File: src/rtl/core/psv_pkg.sv
// ----------------------------------------------------------------------------
// Path string validator package
// Shared types, register codes and character constants.
// ----------------------------------------------------------------------------
package psv_pkg;

   localparam int unsigned PATH_LEN_W = 8;
   localparam int unsigned SEG_LEN_W  = 6;
   localparam int unsigned CSR_ADDR_W = 3;
   localparam int unsigned CSR_DATA_W = 32;

   localparam logic [PATH_LEN_W-1:0] MAX_PATH_RESET = 8'd128;
   localparam logic [SEG_LEN_W-1:0]  MAX_SEG_RESET  = 6'd48;

   // register index, taken from byte address bit 2
   localparam logic REG_MAX_PATH = 1'b0;
   localparam logic REG_MAX_SEG  = 1'b1;

   localparam logic [7:0] CH_SLASH = 8'h2F;
   localparam logic [7:0] CH_DOT   = 8'h2E;
   localparam logic [7:0] CH_DASH  = 8'h2D;
   localparam logic [7:0] CH_UNDER = 8'h5F;

   typedef struct packed {
      logic [PATH_LEN_W-1:0] max_path_length;
      logic [SEG_LEN_W-1:0]  max_segment_length;
   } cfg_type;

   function automatic logic char_allowed(input logic [7:0] c);
      return (c inside {[8'h61:8'h7A], [8'h41:8'h5A], [8'h30:8'h39]}) ||
             (c == CH_DASH) || (c == CH_UNDER) || (c == CH_DOT);
   endfunction

endpackage

File: src/rtl/core/psv_stream_if.sv
// ----------------------------------------------------------------------------
// Path string validator channels
// Valid/ready channels for path bytes in and verdicts out.
// ----------------------------------------------------------------------------
interface psv_req_if;
   logic       valid;
   logic       ready;
   logic [7:0] ch;
   logic       is_end;

   modport source (output valid, output ch, output is_end, input ready);
   modport sink   (input valid, input ch, input is_end, output ready);
endinterface

interface psv_rsp_if;
   logic valid;
   logic ready;
   logic valid_res;

   modport source (output valid, output valid_res, input ready);
   modport sink   (input valid, input valid_res, output ready);
endinterface

File: src/rtl/core/path_string_validator_core.sv
// An end word passes the input register; its verdict goes to the result register.
// Throughput: one word per cycle; path bytes flow even while a verdict waits on rsp,
// an end word waits in the input register only while the result register is held.
// The rate is set by the update of the position/segment counters.
// Reset (synchronous, active high) empties both registers, clears the path state
// and loads the limits with 128 and 48.
// ----------------------------------------------------------------------------
// Path string validator core
// Byte-serial path checker: input register, rule logic, verdict register.
// ----------------------------------------------------------------------------
module path_string_validator_core (
   input  logic                           clock,
   input  logic                           reset,
   psv_req_if.sink                        req_chan,
   psv_rsp_if.source                      rsp_chan,
   input  logic                           csr_psel,
   input  logic                           csr_penable,
   input  logic                           csr_pwrite,
   input  logic [psv_pkg::CSR_ADDR_W-1:0] csr_paddr,
   input  logic [psv_pkg::CSR_DATA_W-1:0] csr_pwdata,
   output logic [psv_pkg::CSR_DATA_W-1:0] csr_prdata,
   output logic                           csr_pready
);

   psv_pkg::cfg_type cfg;

   // input register
   logic       in_valid_ff, in_valid_in;
   logic [7:0] in_ch_ff;
   logic       in_end_ff;

   // result register
   logic       out_valid_ff, out_valid_in;
   logic       out_res_ff, out_res_in;

   // path state
   logic [psv_pkg::PATH_LEN_W-1:0] pos_ff, pos_in;
   logic [psv_pkg::SEG_LEN_W-1:0]  seg_ff, seg_in;
   logic                           fail_ff, fail_in;
   logic                           dot1_ff, dot1_in;
   logic                           dot2_ff, dot2_in;

   logic req_take;
   logic advance;
   logic seg_good;
   logic verdict;

   psv_csr u_csr (
      .clock       (clock),
      .reset       (reset),
      .csr_psel    (csr_psel),
      .csr_penable (csr_penable),
      .csr_pwrite  (csr_pwrite),
      .csr_paddr   (csr_paddr),
      .csr_pwdata  (csr_pwdata),
      .csr_prdata  (csr_prdata),
      .csr_pready  (csr_pready),
      .cfg         (cfg)
   );

   // A byte word never needs the result register, so it advances at once;
   // an end word advances only when the verdict slot is free or being drained.
   assign advance  = in_valid_ff &&
                     (!in_end_ff || !out_valid_ff || rsp_chan.ready);
   assign req_chan.ready = !in_valid_ff || advance;
   assign req_take = req_chan.valid && req_chan.ready;

   always_comb begin
      in_valid_in = in_valid_ff;
      if (advance) begin
         in_valid_in = 1'b0;
      end
      if (req_take) begin
         in_valid_in = 1'b1;
      end
   end

   // current segment: non-empty, within limit, and not "." or ".."
   always_comb begin
      seg_good = (seg_ff != '0) && (seg_ff <= cfg.max_segment_length) &&
                 !(((seg_ff == 6'd1) && dot1_ff) ||
                   ((seg_ff == 6'd2) && dot1_ff && dot2_ff));
   end

   assign verdict = !fail_ff && (pos_ff != '0) && ((pos_ff == 8'd1) || seg_good);

   // rule logic
   always_comb begin
      pos_in  = pos_ff;
      seg_in  = seg_ff;
      fail_in = fail_ff;
      dot1_in = dot1_ff;
      dot2_in = dot2_ff;
      if (advance) begin
         if (in_end_ff) begin
            // verdict taken; clear for the next path
            pos_in  = '0;
            seg_in  = '0;
            fail_in = 1'b0;
            dot1_in = 1'b0;
            dot2_in = 1'b0;
         end else if (!fail_ff) begin
            if (pos_ff >= cfg.max_path_length) begin
               // too long: fail and hold the position
               fail_in = 1'b1;
            end else begin
               if (pos_ff == '0) begin
                  if (in_ch_ff != psv_pkg::CH_SLASH) begin
                     fail_in = 1'b1;
                  end
               end else if (in_ch_ff == psv_pkg::CH_SLASH) begin
                  // close the segment and open a fresh one
                  if (!seg_good) begin
                     fail_in = 1'b1;
                  end
                  seg_in  = '0;
                  dot1_in = 1'b0;
                  dot2_in = 1'b0;
               end else if (!psv_pkg::char_allowed(in_ch_ff)) begin
                  fail_in = 1'b1;
               end else if (seg_ff >= cfg.max_segment_length) begin
                  fail_in = 1'b1;
               end else begin
                  if (seg_ff == 6'd0) begin
                     dot1_in = (in_ch_ff == psv_pkg::CH_DOT);
                  end else if (seg_ff == 6'd1) begin
                     dot2_in = (in_ch_ff == psv_pkg::CH_DOT);
                  end
                  if (seg_ff != '1) begin
                     seg_in = seg_ff + 6'd1;
                  end
               end
               // saturate the position at its top value
               if (pos_ff != '1) begin
                  pos_in = pos_ff + 8'd1;
               end
            end
         end
      end
   end

   // result register: load on an advancing end word, drop once taken
   always_comb begin
      out_valid_in = out_valid_ff;
      out_res_in   = out_res_ff;
      if (out_valid_ff && rsp_chan.ready) begin
         out_valid_in = 1'b0;
      end
      if (advance && in_end_ff) begin
         out_valid_in = 1'b1;
         out_res_in   = verdict;
      end
   end

   always_ff @(posedge clock) begin
      if (reset) begin
         in_valid_ff  <= 1'b0;
         out_valid_ff <= 1'b0;
         pos_ff       <= '0;
         seg_ff       <= '0;
         fail_ff      <= 1'b0;
         dot1_ff      <= 1'b0;
         dot2_ff      <= 1'b0;
      end else begin
         in_valid_ff  <= in_valid_in;
         out_valid_ff <= out_valid_in;
         pos_ff       <= pos_in;
         seg_ff       <= seg_in;
         fail_ff      <= fail_in;
         dot1_ff      <= dot1_in;
         dot2_ff      <= dot2_in;
      end
   end

   // payload registers: no reset needed
   always_ff @(posedge clock) begin
      if (req_take) begin
         in_ch_ff  <= req_chan.ch;
         in_end_ff <= req_chan.is_end;
      end
      out_res_ff <= out_res_in;
   end

   assign rsp_chan.valid     = out_valid_ff;
   assign rsp_chan.valid_res = out_res_ff;

endmodule

File: src/rtl/core/psv_csr.sv
// ----------------------------------------------------------------------------
// Path string validator registers
// APB-style register file holding the two length limits.
// ----------------------------------------------------------------------------
module psv_csr (
   input  logic                                clock,
   input  logic                                reset,
   input  logic                                csr_psel,
   input  logic                                csr_penable,
   input  logic                                csr_pwrite,
   input  logic [psv_pkg::CSR_ADDR_W-1:0]      csr_paddr,
   input  logic [psv_pkg::CSR_DATA_W-1:0]      csr_pwdata,
   output logic [psv_pkg::CSR_DATA_W-1:0]      csr_prdata,
   output logic                                csr_pready,
   output psv_pkg::cfg_type                    cfg
);

   psv_pkg::cfg_type cfg_ff, cfg_in;
   logic             wr_en;
   logic             reg_sel;

   assign csr_pready = 1'b1;
   assign reg_sel    = csr_paddr[2];
   assign wr_en      = csr_psel && csr_penable && csr_pwrite && csr_pready;

   always_comb begin
      cfg_in = cfg_ff;
      if (wr_en) begin
         case (reg_sel)
            psv_pkg::REG_MAX_PATH: begin
               cfg_in.max_path_length = csr_pwdata[psv_pkg::PATH_LEN_W-1:0];
            end
            psv_pkg::REG_MAX_SEG: begin
               cfg_in.max_segment_length = csr_pwdata[psv_pkg::SEG_LEN_W-1:0];
            end
            default: begin
               cfg_in = cfg_ff;
            end
         endcase
      end
   end

   always_comb begin
      case (reg_sel)
         psv_pkg::REG_MAX_PATH: begin
            csr_prdata = {{(psv_pkg::CSR_DATA_W-psv_pkg::PATH_LEN_W){1'b0}},
                          cfg_ff.max_path_length};
         end
         psv_pkg::REG_MAX_SEG: begin
            csr_prdata = {{(psv_pkg::CSR_DATA_W-psv_pkg::SEG_LEN_W){1'b0}},
                          cfg_ff.max_segment_length};
         end
         default: begin
            csr_prdata = '0;
         end
      endcase
   end

   always_ff @(posedge clock) begin
      if (reset) begin
         cfg_ff.max_path_length    <= psv_pkg::MAX_PATH_RESET;
         cfg_ff.max_segment_length <= psv_pkg::MAX_SEG_RESET;
      end else begin
         cfg_ff <= cfg_in;
      end
   end

   assign cfg = cfg_ff;

endmodule

File: src/flat_wrapper.sv
// flat-port wrapper written by rule: the top's interface ports become plain ports
module path_string_validator_core_flat 
  (clock, reset, csr_psel, csr_penable, csr_pwrite, csr_paddr, csr_pwdata, csr_prdata, csr_pready, req_chan_valid, req_chan_ch, req_chan_is_end, req_chan_ready, rsp_chan_valid, rsp_chan_valid_res, rsp_chan_ready);
  psv_req_if req_chan_i ();
  psv_rsp_if rsp_chan_i ();
  input  logic clock;
  input  logic reset;
  input  logic csr_psel;
  input  logic csr_penable;
  input  logic csr_pwrite;
  input  logic [psv_pkg::CSR_ADDR_W-1:0] csr_paddr;
  input  logic [psv_pkg::CSR_DATA_W-1:0] csr_pwdata;
  output logic [psv_pkg::CSR_DATA_W-1:0] csr_prdata;
  output logic csr_pready;
  input wire logic [$bits(req_chan_i.valid)-1:0] req_chan_valid;
  input wire logic [$bits(req_chan_i.ch)-1:0] req_chan_ch;
  input wire logic [$bits(req_chan_i.is_end)-1:0] req_chan_is_end;
  output wire logic [$bits(req_chan_i.ready)-1:0] req_chan_ready;
  output wire logic [$bits(rsp_chan_i.valid)-1:0] rsp_chan_valid;
  output wire logic [$bits(rsp_chan_i.valid_res)-1:0] rsp_chan_valid_res;
  input wire logic [$bits(rsp_chan_i.ready)-1:0] rsp_chan_ready;
  assign req_chan_i.valid = req_chan_valid;
  assign req_chan_i.ch = req_chan_ch;
  assign req_chan_i.is_end = req_chan_is_end;
  assign req_chan_ready = req_chan_i.ready;
  assign rsp_chan_valid = rsp_chan_i.valid;
  assign rsp_chan_valid_res = rsp_chan_i.valid_res;
  assign rsp_chan_i.ready = rsp_chan_ready;
  path_string_validator_core u_core (.clock(clock), .reset(reset), .req_chan(req_chan_i), .rsp_chan(rsp_chan_i), .csr_psel(csr_psel), .csr_penable(csr_penable), .csr_pwrite(csr_pwrite), .csr_paddr(csr_paddr), .csr_pwdata(csr_pwdata), .csr_prdata(csr_prdata), .csr_pready(csr_pready));
endmodule
File: config.mk
export PLATFORM = sky130hd
export DESIGN_NAME = path_string_validator_core_flat
export DESIGN_NICKNAME = d
export VERILOG_FILES = /design/src/rtl/core/psv_pkg.sv /design/src/rtl/core/psv_stream_if.sv /design/src/rtl/core/path_string_validator_core.sv /design/src/rtl/core/psv_csr.sv /design/src/flat_wrapper.sv
export SDC_FILE = /design/constraint.sdc
export NUM_CORES = 1
export LEC_CHECK = 0
export BUFFER_PORTS_ARGS = -buffer_cell sky130_fd_sc_hd__buf_2
export CAP_MARGIN = 15
export CORE_UTILIZATION = 45
export DETAILED_ROUTE_END_ITERATION = 7
export PLACE_DENSITY = 0.74
export SYNTH_ARGS = -nofsm -noshare
export SYNTH_HDL_FRONTEND = slang
export SYNTH_HIERARCHICAL = 1
export SYNTH_SLANG_ARGS = --single-unit
File: constraint.sdc
create_clock -name clock -period 2.1 [get_ports clock]
set_input_delay 0.21 -clock clock [delete_from_list [all_inputs] [get_ports clock]]
set_output_delay 0.21 -clock clock [all_outputs]
set_load 0.01 [all_outputs]
==> results.json, run 1 <==
{
  "post-route-period-util_pct": 106.7,
  "multi_input_area_um2": 1807,
  "grt_pass1_wl_um": 9625,
  "seqPwrFrac_pct": 48.3,
  "clkPwrFrac_pct": 38.4,
  "initial_utilization_pct": 47.01,
  "ant_nets": 0,
  "drt_drc_violations_left": 0,
  "routed_wl_um": 6156,
  "grt_max_degree": 20,
  "grt_overflow": 0,
  "drtIter0Drc": 120,
  "cp_data_required_time_ns": 2.29,
  "via_per_inst": 5.328,
  "skew_ns": 0.008304,
  "synth_area_um2": 2816,
  "drtPass1Iterations": 4,
  "avgRoutedWirePerCell_um": 13.74,
  "internal_power_mw": 1.367,
  "grtUsageTotal_pct": 19.06,
  "synth_top_area_cell": "dfxtp_1",
  "post-synth-top-count-cell": "dfxtp_1",
  "cts_inserted_buffers": 5,
  "clock-sinks": 43,
  "nets": 444,
  "worstPathMaxFanout": 3,
  "period_minus_slack_ns": 2.240,
  "syn_avg_cell_area_um2": 9.174,
  "powerDensity_nw_per_um2": 524.9,
  "area_growth_syn_to_layout_pct": 24.30,
  "whs_ns": 0.08054,
  "critical_path.endpoint_type": "flip-flop",
  "synthTopCellsByArea": "dfxtp_1 (23%), edfxtp_1 (11%), ha_1 (9.3%), buf_4 (6.9%), mux2i_1 (5.7%)",
  "grt_setup_unrepaired": "true",
  "reg2reg_setup_slack_ns": -0.14,
  "dieArea_um2": 6579,
  "rows": 28,
  "synthFlopType": "dfxtp_1",
  "combPwrFrac_pct": 13.3,
  "regArea_um2": 977.2,
  "crit_type": "flip-flop to flip-flop",
  "cellLeakagePower_nw": 1.523,
  "status": "finished, violations left",
  "post-dp-hpwl_um": 4409,
  "clockRootBuffer": "clkbuf_8",
  "antenna_found_initial": 0,
  "place.gp.congestion": 0.8429,
  "layout_setup_ws_ns": -0.1404,
  "irDropWorstVdd_mv": 0.3688,
  "min_path_type": "primary input to flip-flop",
  "clock_latency_ns": 0.30,
  "yosysUniqueCellTypes": 55,
  "maxCapViolations": 0,
  "core_region_area_um2": 5991,
  "die_y_um": 81.11,
  "vias": 2387,
  "grt_pass1_vias": 2139,
  "yosys-top-cells-count": "dfxtp_1 (33), buf_4 (26), ha_1 (21), nand2b_1 (21), inv_1 (20)",
  "cts-hold-fix-buffers": 0,
  "htreeDepth": 2,
  "post-route-util_pct": 58.44,
  "slew_violations": 0,
  "antenna_cells": 0,
  "cts_tree": "done",
  "num_io_pins": 87,
  "die_w_um": 81.11,
  "hold_viol_final": 0,
  "io_buffer_count": 35,
  "clk_pin_slew_ns": 0.09,
  "setup_violations": 2,
  "ys_seq_area_share_pct": 34.12,
  "dp_slack_ns": -0.1699,
  "syn_inst": 307,
  "critPathLaunchType": "flip-flop",
  "synth-async-reset-ratio_pct": 0,
  "clockBufferDepth": 2,
  "fillers": 525,
  "p_sw_mw": 0.4710,
  "violations": "setup timing",
  "arrival_ns": 2.43,
  "synth_enable_flop_cells": 10,
  "synth.top_cell.area_share_pct": 23.46,
  "drive_gt1_share_pct": 34.32,
  "yosys_warnings": 6,
  "fmax_mhz": 446.3,
  "ys_ff_latch": 43,
  "switching_share_pct": 25.63
}
layer usage:
layer / global-route usage, % / vias up / part of all wire [%]
li1: - / 1179 / -
met1: 24.19 / 1119 / 45
met2: 32.52 / 77 / 48
met3: 3.146 / 12 / 5.2
met4: 6.607 / 0 / 2.0
met5: 0 / - / 0
cells in the final DEF (no fill, tap or decap), types with 10 or more instances in the layout:
| cell type | count |
|---|---|
| nor2_1 | 19 |
| conb_1 | 25 |
| nand2b_1 | 21 |
| buf_2 | 35 |
| ha_1 | 14 |
| buf_4 | 29 |
| mux2i_1 | 16 |
| inv_1 | 16 |
| dfxtp_1 | 20 |
| edfxtp_1 | 10 |
| nand2_1 | 17 |
| dfxtp_2 | 13 |
| nand3_1 | 10 |
cell type report:
class	instances	area share [%]
Clock buffer	6	2.359
Inverter	20	2.144
Clock inverter	2	1.108
Sequential cell	43	27.91
Multi-Input combinational cell	235	51.61
Timing Repair Buffer	67	12.19
Tap cell	75	2.680
cell families (layout without fill, tap and decap cells):
family / Yosys count / count (layout) / share of synthesized area [%]
AND/OR/NAND/NOR: 106 / 107 / 20.84
flip-flops: 43 / 43 / 34.12
XOR/XNOR: 6 / 6 / 1.866
adder cells (fa/ha/maj): 21 / 21 / 9.329
other: 2 / 25 / 0.2666
AO/OA/AOI/OAI: 54 / 54 / 14.39
multiplexers: 22 / 22 / 8.085
buffers and inverters: 53 / 95 / 11.11
power by group through the flow:
| stage | combinational [mW] | clock, mW | sequential, mW |
|---|---|---|---|
| floorplan | 0.176 | 0 | 0.902 |
| global placement | 0.212 | 0 | 0.904 |
| detailed placement | 0.217 | 0 | 0.905 |
| CTS | 0.226 | 0.718 | 0.887 |
| global route | 0.272 | 0.751 | 0.891 |
| finish | 0.245 | 0.705 | 0.887 |
per-stage QoR:
step	setup TNS, ns	power, mW	instance area [um^2]	cells
global placement	-0.3933	1.116	3161	433
floorplan	-0.002143	1.079	2935	330
detailed placement	-0.9302	1.123	3161	433
CTS	-0.1380	1.830	3376	443
global route	-0.7872	1.914	3501	448
finish	-0.2054	1.838	3501	448
state kept, by name, summed over array words and instances, names as in the netlist:
signal / cells
u_core/u_csr/cfg: 14
u_core/in_ch_ff: 8
u_core/pos_ff: 8
u_core/seg_ff: 6
u_core/dot1_ff: 1
u_core/dot2_ff: 1
u_core/fail_ff: 1
u_core/in_end_ff: 1
u_core/in_valid_ff: 1
u_core/rsp_chan.valid: 1
u_core/rsp_chan.valid_res: 1
final timing paths:
check | from | to | cells after the start
min | req_chan_ch[3] | u_core/in_ch_ff[3]$_DFFE_PP_ | 1
max reg2reg | u_core/u_csr/cfg[3]$_SDFFE_PP0P_ | u_core/fail_ff$_SDFFE_PP0P_ | 7
min reg2reg | u_core/dot1_ff$_SDFFE_PP0P_ | u_core/dot1_ff$_SDFFE_PP0P_ | 2
max | u_core/u_csr/cfg[3]$_SDFFE_PP0P_ | u_core/fail_ff$_SDFFE_PP0P_ | 7
critical path, cell delays in order (launching register included):
cell and delay [ns]:
dfxtp_2 0.35, inv_2 0.05, ha_4 0.21, and4_4 0.20, a221o_2 0.44, or4_4 0.45, a221oi_2 0.31, a211oi_1 0.12
repair_timing:
item                       CTS  global route
setup endpoints to repair   10            17
gates cloned                 0             1
resized for setup           16            24
buffers inserted             2             4
pin swaps                   11            11
Note: power is estimated with default switching activity, not from simulation.
==> run 2, diff against run 1 <==
Settings changed: CORE_UTILIZATION 45 to 40, PLACE_DENSITY 0.74 to 0.67.
==> results.json, run 2 (synthesis gave the netlist of run 1 again) <==
{
  "cp_data_required_time_ns": 2.28,
  "cts_inserted_buffers": 5,
  "crit_type": "flip-flop to flip-flop",
  "dp.cells": 451,
  "io_buffer_count": 35,
  "largest_reg_flops": 14,
  "arrival_ns": 2.40,
  "mostFrequentLayoutCell": "buf_2",
  "dieArea_um2": 7381,
  "ant_nets": 0,
  "critPathLaunchType": "flip-flop",
  "via_per_inst": 5.015,
  "min_path_type": "primary input to flip-flop",
  "grt_setup_unrepaired": "true",
  "drtPass1Iterations": 4,
  "cellLeakagePower_nw": 1.509,
  "layout_setup_ws_ns": -0.1249,
  "skew_ns": 0.006545,
  "max_stage_delay_ns": 0.46,
  "num_io_pins": 87,
  "area_growth_syn_to_layout_pct": 23.59,
  "post-route-period-util_pct": 105.9,
  "dpl-instance-area_um2": 3164,
  "violations": "setup timing",
  "clockRootBuffer": "clkbuf_8",
  "nets": 442,
  "seqPwrFrac_pct": 49.9,
  "powerDensity_nw_per_um2": 509.9,
  "cp_num_buf_inv": 1,
  "fillers": 635,
  "hold_viol_final": 0,
  "htreeDepth": 2,
  "drtIter0Drc": 65,
  "critPathSlowestCell": "or4_4",
  "vias": 2342,
  "rows": 30,
  "grt_max_degree": 21,
  "routed_wl_um": 5964,
  "reg2reg_setup_slack_ns": -0.12,
  "status": "finished, violations left",
  "crit_chain": "inv_2, ha_4, a21oi_2, nand2_1, a221o_1, or4_4, a221oi_2, a211oi_1",
  "clkPwrFrac_pct": 36.2,
  "avgRoutedWirePerCell_um": 12.77,
  "cts_tree": "done",
  "initial_utilization_pct": 41.45,
  "fmax_mhz": 449.5,
  "internal_power_mw": 1.330,
  "clock_latency_ns": 0.29,
  "final_cell_mix": "buf_2 (35), buf_4 (30), conb_1 (25), dfxtp_1 (22), nand2b_1 (21)",
  "clockBufferDepth": 2,
  "switching_share_pct": 25.06,
  "clk_pin_slew_ns": 0.08,
  "p_sw_mw": 0.4447,
  "post-dp-hpwl_um": 4355,
  "core_region_area_um2": 6794,
  "grt_overflow": 0,
  "grt_pass1_wl_um": 9535,
  "crit_family": "compound AO/OA/AOI/OAI gates",
  "antenna_found_initial": 0,
  "clock-sinks": 43,
  "fin_area_um2": 3481,
  "antenna_cells": 0,
  "worstPathMaxFanout": 4,
  "die_w_um": 85.91,
  "tns_ns": -0.4467,
  "place.gp.congestion": 0.8028,
  "maxCapViolations": 0,
  "slew_violations": 0,
  "die_y_um": 85.91,
  "drt_drc_violations_left": 0,
  "setup_violations": 6,
  "cts-hold-fix-buffers": 0,
  "instances_no_fill": 467,
  "combPwrFrac_pct": 13.9,
  "grt_pass1_vias": 2104,
  "period_minus_slack_ns": 2.225,
  "critical_path.endpoint_type": "flip-flop",
  "grtUsageTotal_pct": 16.19,
  "drive_gt1_share_pct": 32.88,
  "irDropWorstVdd_mv": 0.2793
}
==> run 2: cell count changes in the layout (fill, tap and decap cells not counted), sizes merged <==
cell,previous run,this run
or2,2,1
buf,67,66
==> run 2: per-stage QoR <==
step,hold slack [ns],worst slack (ns),power (mW),utilization [%]
after global routing,0.06468,-0.2217,1.859,51.23
after detailed placement,0.3881,-0.1851,1.122,46.57
after global placement,0.3865,-0.1018,1.118,46.57
after floorplan,0.3089,-0.002143,1.079,-
after CTS,0.07168,-0.1086,1.786,49.74
final,0.08270,-0.1249,1.775,51.23
==> run 2: worst paths after layout <==
| kind | from | endpoint | cells after the start |
|---|---|---|---|
| worst min register to register | u_core/dot1_ff$_SDFFE_PP0P_ | u_core/dot1_ff$_SDFFE_PP0P_ | 2 |
| worst max register to register | u_core/u_csr/cfg[4]$_SDFFE_PP1P_ | u_core/fail_ff$_SDFFE_PP0P_ | 8 |
| worst min-delay path | req_chan_ch[5] | u_core/in_ch_ff[5]$_DFFE_PP_ | 1 |
| worst max-delay path | u_core/u_csr/cfg[4]$_SDFFE_PP1P_ | u_core/fail_ff$_SDFFE_PP0P_ | 8 |
==> run 2: area by class of cell <==
type | count | area [um^2] | share of cell area, %
clock buffers | 6 | 72.57 | 2.085
clock inverters | 2 | 36.28 | 1.042
inverters | 20 | 75.07 | 2.157
multi-input cells | 234 | 1790 | 51.44
flip-flops and latches | 43 | 974.7 | 28.00
well taps | 96 | 120.1 | 3.451
repair buffers | 66 | 411.6 | 11.83
==> run 2: power groups by stage <==
stage / Combinational, mW / Sequential, mW / Clock (mW)
3_3_place_gp: 0.214 / 0.903 / 0
6_report: 0.247 / 0.886 / 0.642
5_1_grt: 0.272 / 0.889 / 0.697
2_1_floorplan: 0.176 / 0.902 / 0
3_5_place_dp: 0.218 / 0.904 / 0
4_1_cts: 0.233 / 0.885 / 0.668
==> run 2: repair_timing <==
item / CTS / global route
resized for setup: 16 / 18
gates cloned: 1 / 0
setup endpoints to repair: 10 / 15
pin swaps: 9 / 5
buffers inserted: 4 / 3
==> run 2: routing by layer <==
| layer | vias to the layer above | global-route usage [%] | wire, um |
|---|---|---|---|
| li1 | 1170 | - | - |
| met1 | 1108 | 21.37 | 2772 |
| met2 | 57 | 26.70 | 2884 |
| met3 | 7 | 3.561 | 234 |
| met4 | 0 | 4.394 | 72 |
| met5 | - | 0 | 0 |
==> run 2: worst register-to-register path, stage by stage (launching register included) <==
cell and delay (ns):
dfxtp_2 0.34, inv_2 0.05, ha_4 0.22, a21oi_2 0.12, nand2_1 0.07, a221o_1 0.44
or4_4 0.46, a221oi_2 0.30, a211oi_1 0.11
